<file path="src/rtl/dhcp_pkg.sv">
// ----------------------------------------------------------------------------
// dhcp_pkg
// Shared types and codes of the lease table server.
// ----------------------------------------------------------------------------
`timescale 1ns / 1ps
`default_nettype none
package dhcp_pkg;

   localparam logic [1:0] MSG_DISCOVER = 2'd0;
   localparam logic [1:0] MSG_REQUEST  = 2'd1;
   localparam logic [1:0] MSG_RELEASE  = 2'd2;
   localparam logic [1:0] MSG_OTHER    = 2'd3;

   localparam logic [1:0] REPLY_NONE  = 2'd0;
   localparam logic [1:0] REPLY_OFFER = 2'd1;
   localparam logic [1:0] REPLY_ACK   = 2'd2;
   localparam logic [1:0] REPLY_NAK   = 2'd3;

   localparam logic [1:0] ST_FREE     = 2'd0;
   localparam logic [1:0] ST_OFFER    = 2'd1;
   localparam logic [1:0] ST_ASSIGNED = 2'd2;

   localparam logic [1:0] CSR_FIRST_IP  = 2'd0;
   localparam logic [1:0] CSR_END_IP    = 2'd1;
   localparam logic [1:0] CSR_OFFER_SEC = 2'd2;
   localparam logic [1:0] CSR_ACK_SEC   = 2'd3;

   // classified request handed from front to back
   typedef struct packed {
      logic        discover;   // else request with address
      logic [47:0] mac;
      logic [31:0] addr;
   } cmd_type;

   typedef struct packed {
      logic [1:0]  kind;
      logic [31:0] ip;
      logic [15:0] lease;
   } reply_type;

endpackage
`default_nettype wire

</file>
<file path="src/rtl/dhcp_front.sv">
// ----------------------------------------------------------------------------
// dhcp_front
// Accepts requests, marks those needing no table work, queues them all.
// ----------------------------------------------------------------------------
`timescale 1ns / 1ps
`default_nettype none
module dhcp_front (
   input  wire logic              clock,
   input  wire logic              reset,
   input  wire logic              req_valid,
   output logic                   req_ready,
   input  wire logic [1:0]        req_type,
   input  wire logic              xid_nonzero,
   input  wire logic              mac_given,
   input  wire logic [47:0]       client_mac,
   input  wire logic              client_ip_given,
   input  wire logic [31:0]       client_ip,
   input  wire logic              option_ip_given,
   input  wire logic [31:0]       option_ip,
   output logic                   q_valid,
   input  wire logic              q_ready,
   output logic                   q_work,
   output dhcp_pkg::cmd_type      q_cmd
);
   // two-entry queue
   logic [1:0]          cnt_ff, cnt_in;
   logic                rd_ff, rd_in, wr_ff, wr_in;
   logic [1:0]          work_ff;
   dhcp_pkg::cmd_type   cmd_ff [2];
   logic                push, pop, work;
   dhcp_pkg::cmd_type   cmd;

   assign req_ready = (cnt_ff != 2'd2);
   assign push      = req_valid && req_ready;
   assign q_valid   = (cnt_ff != 2'd0);
   assign pop       = q_valid && q_ready;
   assign q_work    = work_ff[rd_ff];
   assign q_cmd     = cmd_ff[rd_ff];

   always_comb begin
      cmd.discover = (req_type == dhcp_pkg::MSG_DISCOVER);
      cmd.mac      = client_mac;
      cmd.addr     = client_ip_given ? client_ip : option_ip;
      work = xid_nonzero && mac_given &&
             (cmd.discover || (req_type == dhcp_pkg::MSG_REQUEST &&
                               (client_ip_given || option_ip_given)));
      cnt_in = cnt_ff + {1'b0, push} - {1'b0, pop};
      rd_in  = rd_ff ^ pop;
      wr_in  = wr_ff ^ push;
   end

   always_ff @(posedge clock) begin
      if (reset) begin
         cnt_ff  <= '0;
         rd_ff   <= 1'b0;
         wr_ff   <= 1'b0;
         work_ff <= '0;
      end else begin
         cnt_ff <= cnt_in;
         rd_ff  <= rd_in;
         wr_ff  <= wr_in;
         if (push) work_ff[wr_ff] <= work;
      end
   end

   always_ff @(posedge clock) begin
      if (push) cmd_ff[wr_ff] <= cmd;
   end
endmodule
`default_nettype wire

</file>
<file path="src/rtl/dhcp_back.sv">
// ----------------------------------------------------------------------------
// dhcp_back
// Lease table and its sequencer: walks records one a cycle for each lookup.
// ----------------------------------------------------------------------------
`timescale 1ns / 1ps
`default_nettype none
module dhcp_back #(
   parameter int RECORD_COUNT = 16
) (
   input  wire logic              clock,
   input  wire logic              reset,
   input  wire logic              q_valid,
   output logic                   q_ready,
   input  wire logic              q_work,
   input  wire dhcp_pkg::cmd_type q_cmd,
   input  wire logic [31:0]       first_ip,
   input  wire logic [31:0]       end_ip,
   input  wire logic [15:0]       offer_sec,
   input  wire logic [15:0]       ack_sec,
   output logic                   rsp_valid,
   input  wire logic              rsp_ready,
   output dhcp_pkg::reply_type    rsp_data
);
   localparam int IW = (RECORD_COUNT > 1) ? $clog2(RECORD_COUNT) : 1;
   localparam int CW = $clog2(RECORD_COUNT + 1);   // counts 0..RECORD_COUNT
   localparam logic [CW-1:0] LAST = CW'(RECORD_COUNT - 1);
   localparam logic [CW-1:0] NCAND = CW'(RECORD_COUNT);

   typedef enum logic [4:0] {
      S_IDLE = 5'b00001,
      S_LOOK = 5'b00010,   // MAC walk (discover) or MAC+IP walk (request)
      S_SCAN = 5'b00100,   // candidate against every record
      S_DONE = 5'b01000,
      S_OUT  = 5'b10000
   } state_type;

   state_type           state_ff, state_in;
   logic [1:0]          status_ff [RECORD_COUNT];
   logic [47:0]         mac_ff    [RECORD_COUNT];
   logic [31:0]         ip_ff     [RECORD_COUNT];
   dhcp_pkg::cmd_type   cmd_ff;
   logic [CW-1:0]       idx_ff, idx_in;
   logic [CW-1:0]       ncand_ff, ncand_in;
   logic [31:0]         cand_ff, cand_in;
   logic                mhit_ff, mhit_in, fhit_ff, fhit_in, chit_ff, chit_in;
   logic [IW-1:0]       mrec_ff, mrec_in, frec_ff, frec_in;
   dhcp_pkg::reply_type out_ff, out_in;
   logic                wr_en;
   logic [IW-1:0]       wr_idx;
   logic [1:0]          wr_status;
   logic                wr_full;
   logic [IW-1:0]       cur;
   logic                mac_eq, ip_eq, cand_eq, last;

   assign cur     = idx_ff[IW-1:0];
   assign mac_eq  = (mac_ff[cur] == cmd_ff.mac);
   assign ip_eq   = (ip_ff[cur] == cmd_ff.addr);
   assign cand_eq = (ip_ff[cur] == cand_ff);
   assign last    = (idx_ff == LAST);
   assign q_ready   = (state_ff == S_IDLE);
   assign rsp_valid = (state_ff == S_OUT);
   assign rsp_data  = out_ff;

   always_comb begin
      state_in = state_ff;
      idx_in   = idx_ff;
      ncand_in = ncand_ff;
      cand_in  = cand_ff;
      mhit_in  = mhit_ff;
      fhit_in  = fhit_ff;
      chit_in  = chit_ff;
      mrec_in  = mrec_ff;
      frec_in  = frec_ff;
      out_in   = out_ff;
      wr_en    = 1'b0;
      wr_idx   = mrec_ff;
      wr_status = dhcp_pkg::ST_OFFER;
      wr_full  = 1'b0;
      unique case (state_ff)
         S_IDLE: begin
            out_in = '{dhcp_pkg::REPLY_NONE, 32'd0, 16'd0};
            idx_in = '0;
            mhit_in = 1'b0;
            fhit_in = 1'b0;
            if (q_valid) state_in = q_work ? S_LOOK : S_OUT;
         end
         S_LOOK: begin
            if (cmd_ff.discover) begin
               if (!mhit_ff && mac_eq) begin
                  mhit_in = 1'b1;
                  mrec_in = cur;
               end
               if (!fhit_ff && status_ff[cur] == dhcp_pkg::ST_FREE) begin
                  fhit_in = 1'b1;
                  frec_in = cur;
               end
            end else if (!mhit_ff && mac_eq && ip_eq) begin
               mhit_in = 1'b1;
               mrec_in = cur;
            end
            idx_in = idx_ff + 1'b1;
            if (last) state_in = S_DONE;
         end
         S_SCAN: begin
            if (cand_eq) chit_in = 1'b1;
            idx_in = idx_ff + 1'b1;
            if (last) begin
               idx_in = '0;
               if (!chit_in) begin
                  // candidate free: claim record
                  wr_en   = 1'b1;
                  wr_full = 1'b1;
                  wr_idx  = mrec_ff;
                  out_in  = '{dhcp_pkg::REPLY_OFFER, cand_ff, offer_sec};
                  state_in = S_OUT;
               end else begin
                  chit_in  = 1'b0;
                  cand_in  = cand_ff + 32'd1;
                  ncand_in = ncand_ff + 1'b1;
                  if (ncand_ff == NCAND || cand_in == end_ip) state_in = S_OUT;
               end
            end
         end
         S_DONE: begin
            if (cmd_ff.discover) begin
               if (mhit_ff && ip_ff[mrec_ff] != 32'd0) begin
                  wr_en  = 1'b1;
                  out_in = '{dhcp_pkg::REPLY_OFFER, ip_ff[mrec_ff], offer_sec};
                  state_in = S_OUT;
               end else if (!mhit_ff && !fhit_ff) begin
                  state_in = S_OUT;
               end else begin
                  if (!mhit_ff) mrec_in = frec_ff;
                  cand_in  = first_ip;
                  ncand_in = '0;
                  chit_in  = 1'b0;
                  idx_in   = '0;
                  state_in = (first_ip == end_ip) ? S_OUT : S_SCAN;
               end
            end else begin
               if (!mhit_ff || !(status_ff[mrec_ff] == dhcp_pkg::ST_OFFER ||
                                 status_ff[mrec_ff] == dhcp_pkg::ST_ASSIGNED)) begin
                  out_in = '{dhcp_pkg::REPLY_NAK, 32'd0, 16'd0};
               end else begin
                  wr_en     = 1'b1;
                  wr_status = dhcp_pkg::ST_ASSIGNED;
                  out_in = '{dhcp_pkg::REPLY_ACK, ip_ff[mrec_ff], ack_sec};
               end
               state_in = S_OUT;
            end
         end
         S_OUT: begin
            if (rsp_ready) state_in = S_IDLE;
         end
         default: state_in = S_IDLE;
      endcase
   end

   always_ff @(posedge clock) begin
      if (reset) begin
         state_ff <= S_IDLE;
         for (int i = 0; i < RECORD_COUNT; i++) begin
            status_ff[i] <= dhcp_pkg::ST_FREE;
            mac_ff[i]    <= '0;
            ip_ff[i]     <= '0;
         end
      end else begin
         state_ff <= state_in;
         if (wr_en) begin
            status_ff[wr_idx] <= wr_status;
            if (wr_full) begin
               mac_ff[wr_idx] <= cmd_ff.mac;
               ip_ff[wr_idx]  <= cand_ff;
            end
         end
      end
   end

   always_ff @(posedge clock) begin
      if (state_ff == S_IDLE && q_valid) cmd_ff <= q_cmd;
      idx_ff   <= idx_in;
      ncand_ff <= ncand_in;
      cand_ff  <= cand_in;
      mhit_ff  <= mhit_in;
      fhit_ff  <= fhit_in;
      chit_ff  <= chit_in;
      mrec_ff  <= mrec_in;
      frec_ff  <= frec_in;
      out_ff   <= out_in;
   end
endmodule
`default_nettype wire

</file>
<file path="src/rtl/dhcp_lease_table_server_top.sv">
// ----------------------------------------------------------------------------
// dhcp_lease_table_server_top
// DHCP server lease table: classifies client messages and answers offers,
// acks and naks from a table of lease records.
// ----------------------------------------------------------------------------
// Usage:
//   Requests arrive on req_* (valid/ready), one parsed client message each.
//   Every request yields exactly one response on rsp_* (valid/ready);
//   rsp_reply_kind of zero means no reply is to be sent.
//   Range and lease registers are written through csr_*; the user must
//   write them only while idle, and the block does not enforce this.
//   A request needing no table work goes straight to the response; the
//   rest walk the table in the lookup, one record a cycle. A discover
//   that scans the range walks the table again with a single compare
//   for each candidate tried, at most RECORD_COUNT + 1 candidates.
//   Throughput: one request in the sequencer at a time; the next starts the
//   cycle after the previous response is taken.
//   A two-entry queue between the front and the table sequencer lets
//   requests be taken while a response waits; when rsp_ready is low the
//   response holds and the queue fills, then req_ready falls.
//   Reset clears all records to free with zero MAC and address, and loads
//   the register defaults.
// ----------------------------------------------------------------------------
`timescale 1ns / 1ps
`default_nettype none
module dhcp_lease_table_server_top #(
   parameter int RECORD_COUNT = 16
) (
   input  wire logic        clock,
   input  wire logic        reset,
   input  wire logic        req_valid,
   output logic             req_ready,
   input  wire logic [1:0]  req_type,
   input  wire logic        req_xid_nonzero,
   input  wire logic        req_mac_given,
   input  wire logic [47:0] req_client_mac,
   input  wire logic        req_client_ip_given,
   input  wire logic [31:0] req_client_ip,
   input  wire logic        req_option_ip_given,
   input  wire logic [31:0] req_option_ip,
   output logic             rsp_valid,
   input  wire logic        rsp_ready,
   output logic [1:0]       rsp_reply_kind,
   output logic [31:0]      rsp_your_ip,
   output logic [15:0]      rsp_lease_seconds,
   input  wire logic        csr_write,
   input  wire logic [1:0]  csr_index,
   input  wire logic [31:0] csr_data
);
   logic [31:0] first_ip_ff, end_ip_ff;
   logic [15:0] offer_sec_ff, ack_sec_ff;
   logic                q_valid, q_ready, q_work;
   dhcp_pkg::cmd_type   q_cmd;
   dhcp_pkg::reply_type rsp;

   always_ff @(posedge clock) begin
      if (reset) begin
         first_ip_ff  <= 32'd3232235876;
         end_ip_ff    <= 32'd3232235976;
         offer_sec_ff <= 16'd60;
         ack_sec_ff   <= 16'd900;
      end else if (csr_write) begin
         unique case (csr_index)
            dhcp_pkg::CSR_FIRST_IP:  first_ip_ff  <= csr_data;
            dhcp_pkg::CSR_END_IP:    end_ip_ff    <= csr_data;
            dhcp_pkg::CSR_OFFER_SEC: offer_sec_ff <= csr_data[15:0];
            dhcp_pkg::CSR_ACK_SEC:   ack_sec_ff   <= csr_data[15:0];
            default: ;
         endcase
      end
   end

   dhcp_front u_front (
      .clock, .reset, .req_valid, .req_ready, .req_type,
      .xid_nonzero(req_xid_nonzero), .mac_given(req_mac_given),
      .client_mac(req_client_mac), .client_ip_given(req_client_ip_given),
      .client_ip(req_client_ip), .option_ip_given(req_option_ip_given),
      .option_ip(req_option_ip), .q_valid, .q_ready, .q_work, .q_cmd
   );

   dhcp_back #(.RECORD_COUNT(RECORD_COUNT)) u_back (
      .clock, .reset, .q_valid, .q_ready, .q_work, .q_cmd,
      .first_ip(first_ip_ff), .end_ip(end_ip_ff),
      .offer_sec(offer_sec_ff), .ack_sec(ack_sec_ff),
      .rsp_valid, .rsp_ready, .rsp_data(rsp)
   );

   assign rsp_reply_kind    = rsp.kind;
   assign rsp_your_ip       = rsp.ip;
   assign rsp_lease_seconds = rsp.lease;
endmodule
`default_nettype wire

</file>
<file path="config.mk">
export PLATFORM = sky130hd
export DESIGN_NAME = dhcp_lease_table_server_top
export DESIGN_NICKNAME = d
export VERILOG_FILES = /design/src/rtl/dhcp_pkg.sv /design/src/rtl/dhcp_front.sv /design/src/rtl/dhcp_back.sv /design/src/rtl/dhcp_lease_table_server_top.sv
export SDC_FILE = /design/constraint.sdc
export NUM_CORES = 2
export LEC_CHECK = 0
export ABC_AREA = 0
export BUFFER_PORTS_ARGS = -buffer_cell sky130_fd_sc_hd__buf_4
export CAP_MARGIN = 20
export CORE_AREA = 2 2 518 417
export CTS_CLUSTER_SIZE = 16
export DETAILED_ROUTE_END_ITERATION = 10
export DIE_AREA = 0 0 520 419
export GPL_TIMING_DRIVEN = 1
export HOLD_SLACK_MARGIN = 0.15
export SYNTH_ARGS = -nofsm -noshare
export SYNTH_HDL_FRONTEND = slang
export SYNTH_HIERARCHICAL = 1
export SYNTH_SLANG_ARGS = --single-unit
</file>
<file path="constraint.sdc">
create_clock -name clock -period 8.85 [get_ports clock]
set_clock_uncertainty 0.05 [all_clocks]
set_input_delay 0.4425 -clock clock [delete_from_list [all_inputs] [get_ports clock]]
set_output_delay 0.4425 -clock clock [all_outputs]
set_load 0.01 [all_outputs]
</file>
* After elaboration in Yosys (flattened, before gate mapping)
Memory sizes are Yosys's and may differ from the RTL's. A register that Yosys moved wholly into a read port is not among the register bits.
Index checks and enable logic that the tools add are counted.
** Storage, ports and cells
- Memory bits (writable) :: 1474
- Memories kept :: 4
- Bits in registers :: 210
** Cells by class
- Bitwise logic cells :: 2
- Multiplexer cells :: 95
- Eq/ne operators :: 35
- $lt $le $gt $ge :: 3
- Reduce and logical (&&, ||, !) cells :: 45
- Add/sub/neg operators :: 5
** Memory list
- u_back.mac_ff :: depth 16, bits a word 48, rd ports 1, clocked after Yosys merged registers in 1, write ports 16, RTL line dhcp_back.sv:39 : logic [47:0] mac_ff [RECORD_COUNT];
- u_back.ip_ff :: depth 16, bits a word 32, rd ports 2, clocked after Yosys merged registers in 2, write ports 16, RTL line dhcp_back.sv:40 : logic [31:0] ip_ff [RECORD_COUNT];
- u_front.cmd_ff :: depth 2, bits a word 81, rd ports 1, clocked after Yosys merged registers in 1, write ports 1, RTL line dhcp_front.sv:29 : dhcp_pkg::cmd_type cmd_ff [2];
- u_back.status_ff :: depth 16, bits a word 2, rd ports 2, clocked after Yosys merged registers in 2, write ports 16, RTL line dhcp_back.sv:38 : logic [1:0] status_ff [RECORD_COUNT];
** Operators by type and width (count)
- $mux 32 :: 7
- $mux 50 :: 4
- $pmux 50 s3 :: 1
- $eq 32x32->1 :: 4
- $mux 5 :: 17
- $pmux 32 s2 :: 1
- $mux 4 :: 15
- $mux 49 :: 1
- $eq 48x48->1 :: 1
- $mux 48 :: 1
- $reduce_or 48->1 :: 1
- $mux 1 :: 34
- $add 32x1->32 const B :: 1
- $reduce_bool 32->1 :: 1
- $reduce_or 32->1 :: 1
- $pmux 5 s5 :: 1
- $pmux 5 s4 :: 1
- $ne 2x1->1 const B :: 8
- $reduce_and 4->1 :: 3
- $logic_and 1x1->1 :: 11
- $add 5x1->5 const B :: 2
- $eq 5x4->1 const B :: 2
- $eq 5x5->1 const B :: 2
- $ne 2x2->1 const B :: 5
- 30 further kinds :: 60

* Depth between registers and ports, before layout
- Depth in word-level cells :: 12
- Gate-level depth with buffers :: 17

* Modules after synthesis
The synthesis kept the hierarchy.
** By module, submodules not included
- dhcp_back :: instances 1, cells each 5296, seq. area each 45183.3 µm², area an instance 74217.4 µm²
- dhcp_front :: instances 1, cells each 324, seq. area each 4984.8 µm², area an instance 6587.6 µm²
- dhcp_lease_table_server_top :: instances 1, cells each 361, seq. area each 1921.8 µm², area an instance 3839.9 µm²

* Worst setup path after synthesis
Ideal clock, no wire load.
- Kind :: register -> register
- From :: reg (tool-made name)
- To :: mem u_back.ip_ff[1][0], enable pin
- Arrival :: 6477 ps
- Stages on the path, launching flop included :: 15
- Period minus slack after synthesis :: 7062 ps
- Path slack :: 1788 ps
- Cells stage by stage :: dfxtp_1 > buf_6 > buf_12 > buf_4 > buf_4 > mux4_2 > a22oi_1 > nand2_1 > xor2_1 > nor4_2 > a41oi_4 > nand3_2 > buf_6 > buf_8 > o21bai_1
** RTL lines (RTL line)
- end: declaration :: dhcp_back.sv:40

==> impl_metrics.json <==
{
  "status": "finished, final reports clean",
  "ios": 209,
  "synth.cell_area_um2": 84640,
  "synth.avg_cell_area_um2": 14.15,
  "min_to": "u_front/wr_ff$_SDFF_PP0_",
  "nFillCells": 18740,
  "crit_slowest_cell": "dfxtp_4",
  "cp_cell_sequence": "buf_12, mux4_2, mux2i_1, mux2i_1, xor2_1, nor2_1, and4_1, a41oi_4, nand3_4, o21bai_4, buf_12",
  "cp.required_ns": 9.28,
  "multi_input_area_um2": 29130,
  "r2r_end": "u_back/mac_ff[12][38]$_SDFFCE_PN0P_",
  "synth_edf_count": 1658,
  "post_drt_wl_per_cell_um": 29.04,
  "worstPathMaxFanout": 76,
  "syn-num-nets": 6148,
  "ant_nets": 0,
  "portBuffers": 208,
  "maxSlewViolCount": 0,
  "whs_ns": 0.2311,
  "setup_violations": 0,
  "setup_ws_ns": 2.232,
  "cts.sinks": 1773,
  "rrSetupSlack_ns": 2.23,
  "finalWirelength_um": 268000,
  "fin_crit_ns": 6.618,
  "place_ws_ns": 2.407,
  "initial_core_util_pct": 39.70,
  "grtUsageTotal_pct": 24.26,
  "clk_pin_slew_ns": 0.06,
  "die_area_um2": 217900,
  "grt_pass1_wl_um": 384300,
  "finalPower_mw": 24.08,
  "power.static_leakage_nw": 31.95,
  "hp-class": "input port to register",
  "ys_seq_area_share_pct": 61.54,
  "grt_max_degree": 172,
  "synth_seq_cells": 1773,
  "critPathLaunchType": "register",
  "rows": 152,
  "ir_drop_mv": 0.2677,
  "reg2regPathDepth": 11,
  "cts-root-buf": "clkbuf_16",
  "rsz0062_at_grt": "false",
  "placedInstanceArea_um2": 88020,
  "insertion_delay_ns": 0.87,
  "fin_crit_sh_pct": 74.78,
  "max_cap_viol_count": 0,
  "htreeDepth": 4,
  "seq_area_um2": 52120,
  "grt_pass1_vias": 53420,
  "vias_per_cell": 5.925,
  "gp_congestion": 0.9231,
  "die_h_um": 419,
  "maxSlewHeadroom_pct": 6.621,
  "crit_type": "register to register",
  "hold_viol": 0,
  "layout_commonest_cell": "edfxtp_1",
  "cp.arrival_ns": 7.05,
  "p_per_area_nw_per_um2": 251.3,
  "endpoint_kind": "register",
  "syn_inst": 5981,
  "synth_async_sr_flop_share_pct": 0,
  "yosys_warnings": 6,
  "cts_buffers": 187,
  "mostFrequentLayoutCells": "edfxtp_1, nor2_1, nand2_1, mux4_2, buf_4",
  "dp_cells": 8722,
  "grt-ovfl-total": 0,
  "route.detailed.drc": 0,
  "tns_ns": 0,
  "worst_slew_pin_slew_ns": 1.401,
  "slowest_delay_ns": 0.98,
  "synth_cell_types": 99,
  "drtIter0Drc": 7476,
  "final_core_util_pct": 44.95,
  "cts.repair.resized": 0,
  "design_area_um2": 95830,
  "final_nets": 6384,
  "area_growth_pct": 13.21,
  "drive_gt1_share_pct": 20.31,
  "die_x_um": 520,
  "hold_depth": 4,
  "firstDrtPassIters": 6,
  "core_um2": 213200,
  "cts_tree": "built",
  "vias": 54670,
  "synth_ff_type": "edfxtp_1",
  "post-dp-hpwl_um": 164200,
  "min_from": "req_valid",
  "ctsLongestPathBuffers": 3,
  "finalNonFillerCells": 9227,
  "antenna_found_initial": 11,
  "max_clock_freq_mhz": 151.1
}
[cell families after synthesis]
| logic type | after synthesis | synth area share [%] |
|---|---|---|
| fa+ha+maj | 10 | 0.1478 |
| xor+xnor | 210 | 2.322 |
| simple gates | 2288 | 11.59 |
| flops | 1773 | 61.54 |
| buf+inv | 479 | 4.402 |
| compound gates | 371 | 3.224 |
| mux | 850 | 16.77 |
[worst max-delay path by stage]
stage | slack [ns] | from | cells after the start | endpoint
finish | 2.23 | register | 11 | u_back/mac_ff[12][38]$_SDFFCE_PN0P_
global route | 2.11 | register | 12 | u_back/mac_ff[13][41]$_SDFFCE_PN0P_
CTS | 2.40 | register | 11 | u_back/mac_ff[12][4]$_SDFFCE_PN0P_
detailed placement | 2.41 | register | 11 | u_back/mac_ff[12][11]$_SDFFCE_PN0P_
global placement | 2.50 | register | 11 | u_back/ip_ff[14][19]$_SDFFCE_PN0P_
floorplan | 1.79 | register | 14 | u_back/ip_ff[1][0]$_SDFFCE_PN0P_
[state kept, by name, summed over array words and instances, names as in the netlist, 50 cells and up, named ones only]
| register | cells |
|---|---|
| u_back/cmd_ff | 81 |
| u_back/ip_ff | 512 |
| u_back/mac_ff | 768 |
| u_back/rsp_data | 50 |
| u_front/cmd_ff | 162 |
[power by group]
part           internal, mW  switching (mW)  leakage, nW  total [mW]
registers              9.99           0.816         17.8        10.8
logic                  2.10            3.17         11.1        5.27
clock network          4.54            3.46         3.03        8.01
[critical path: cells and delay by family, from the launching register on]
kind | cells | cell delay, ns
compound gates | 2 | 1.46
mux | 3 | 1.36
buf+inv | 2 | 1.00
flops | 1 | 0.98
simple gates | 3 | 0.94
xor+xnor | 1 | 0.22
[Yosys cell counts (all sizes together), types with 25 or more instances]
library cell | n | area [um^2]
nor3 | 48 | 240.2
nand3 | 48 | 265.3
a21oi | 45 | 225.2
xor2 | 95 | 832.1
nor4 | 40 | 269.0
mux4 | 439 | 9910
clkbuf | 121 | 638.1
mux2i | 274 | 2743
o21ai | 48 | 240.2
buf | 319 | 2850
nand2 | 438 | 1647
nor2 | 1423 | 5436
nand2b | 122 | 763.2
a22o | 49 | 429.2
edfxtp | 1658 | 49790
nor2b | 30 | 187.7
dfxtp | 115 | 2302
mux2 | 137 | 1543
a22oi | 45 | 337.8
xnor2 | 106 | 928.4
nand4 | 33 | 227.7
inv | 25 | 93.84
[per-layer routing]
metal | global-route usage [%] | routed length (um) | up-vias
met1 | 35.24 | 111000 | 27940
met2 | 35.13 | 115100 | 3516
met3 | 7.052 | 34250 | 458
met4 | 7.117 | 7502 | 8
li1 | - | - | 22750
met5 | 0 | 60 | -
[what timing repair did]
action,4_1_cts,5_1_grt
setup buffers,0,0
endpoints found under the hold margin,262,0
hold buffers,155,0
[final cells by class]
type / count / share of cell area (%)
inverter: 25 / 0.09793
multi-input combinational: 3729 / 30.39
timing repair buffer: 501 / 4.878
antenna: 1 / 0.002611
sequential: 1773 / 54.39
clock inverter: 126 / 1.443
clock buffer: 223 / 5.077
tap: 2849 / 3.720
Note: power is estimated with default switching activity, not from simulation.
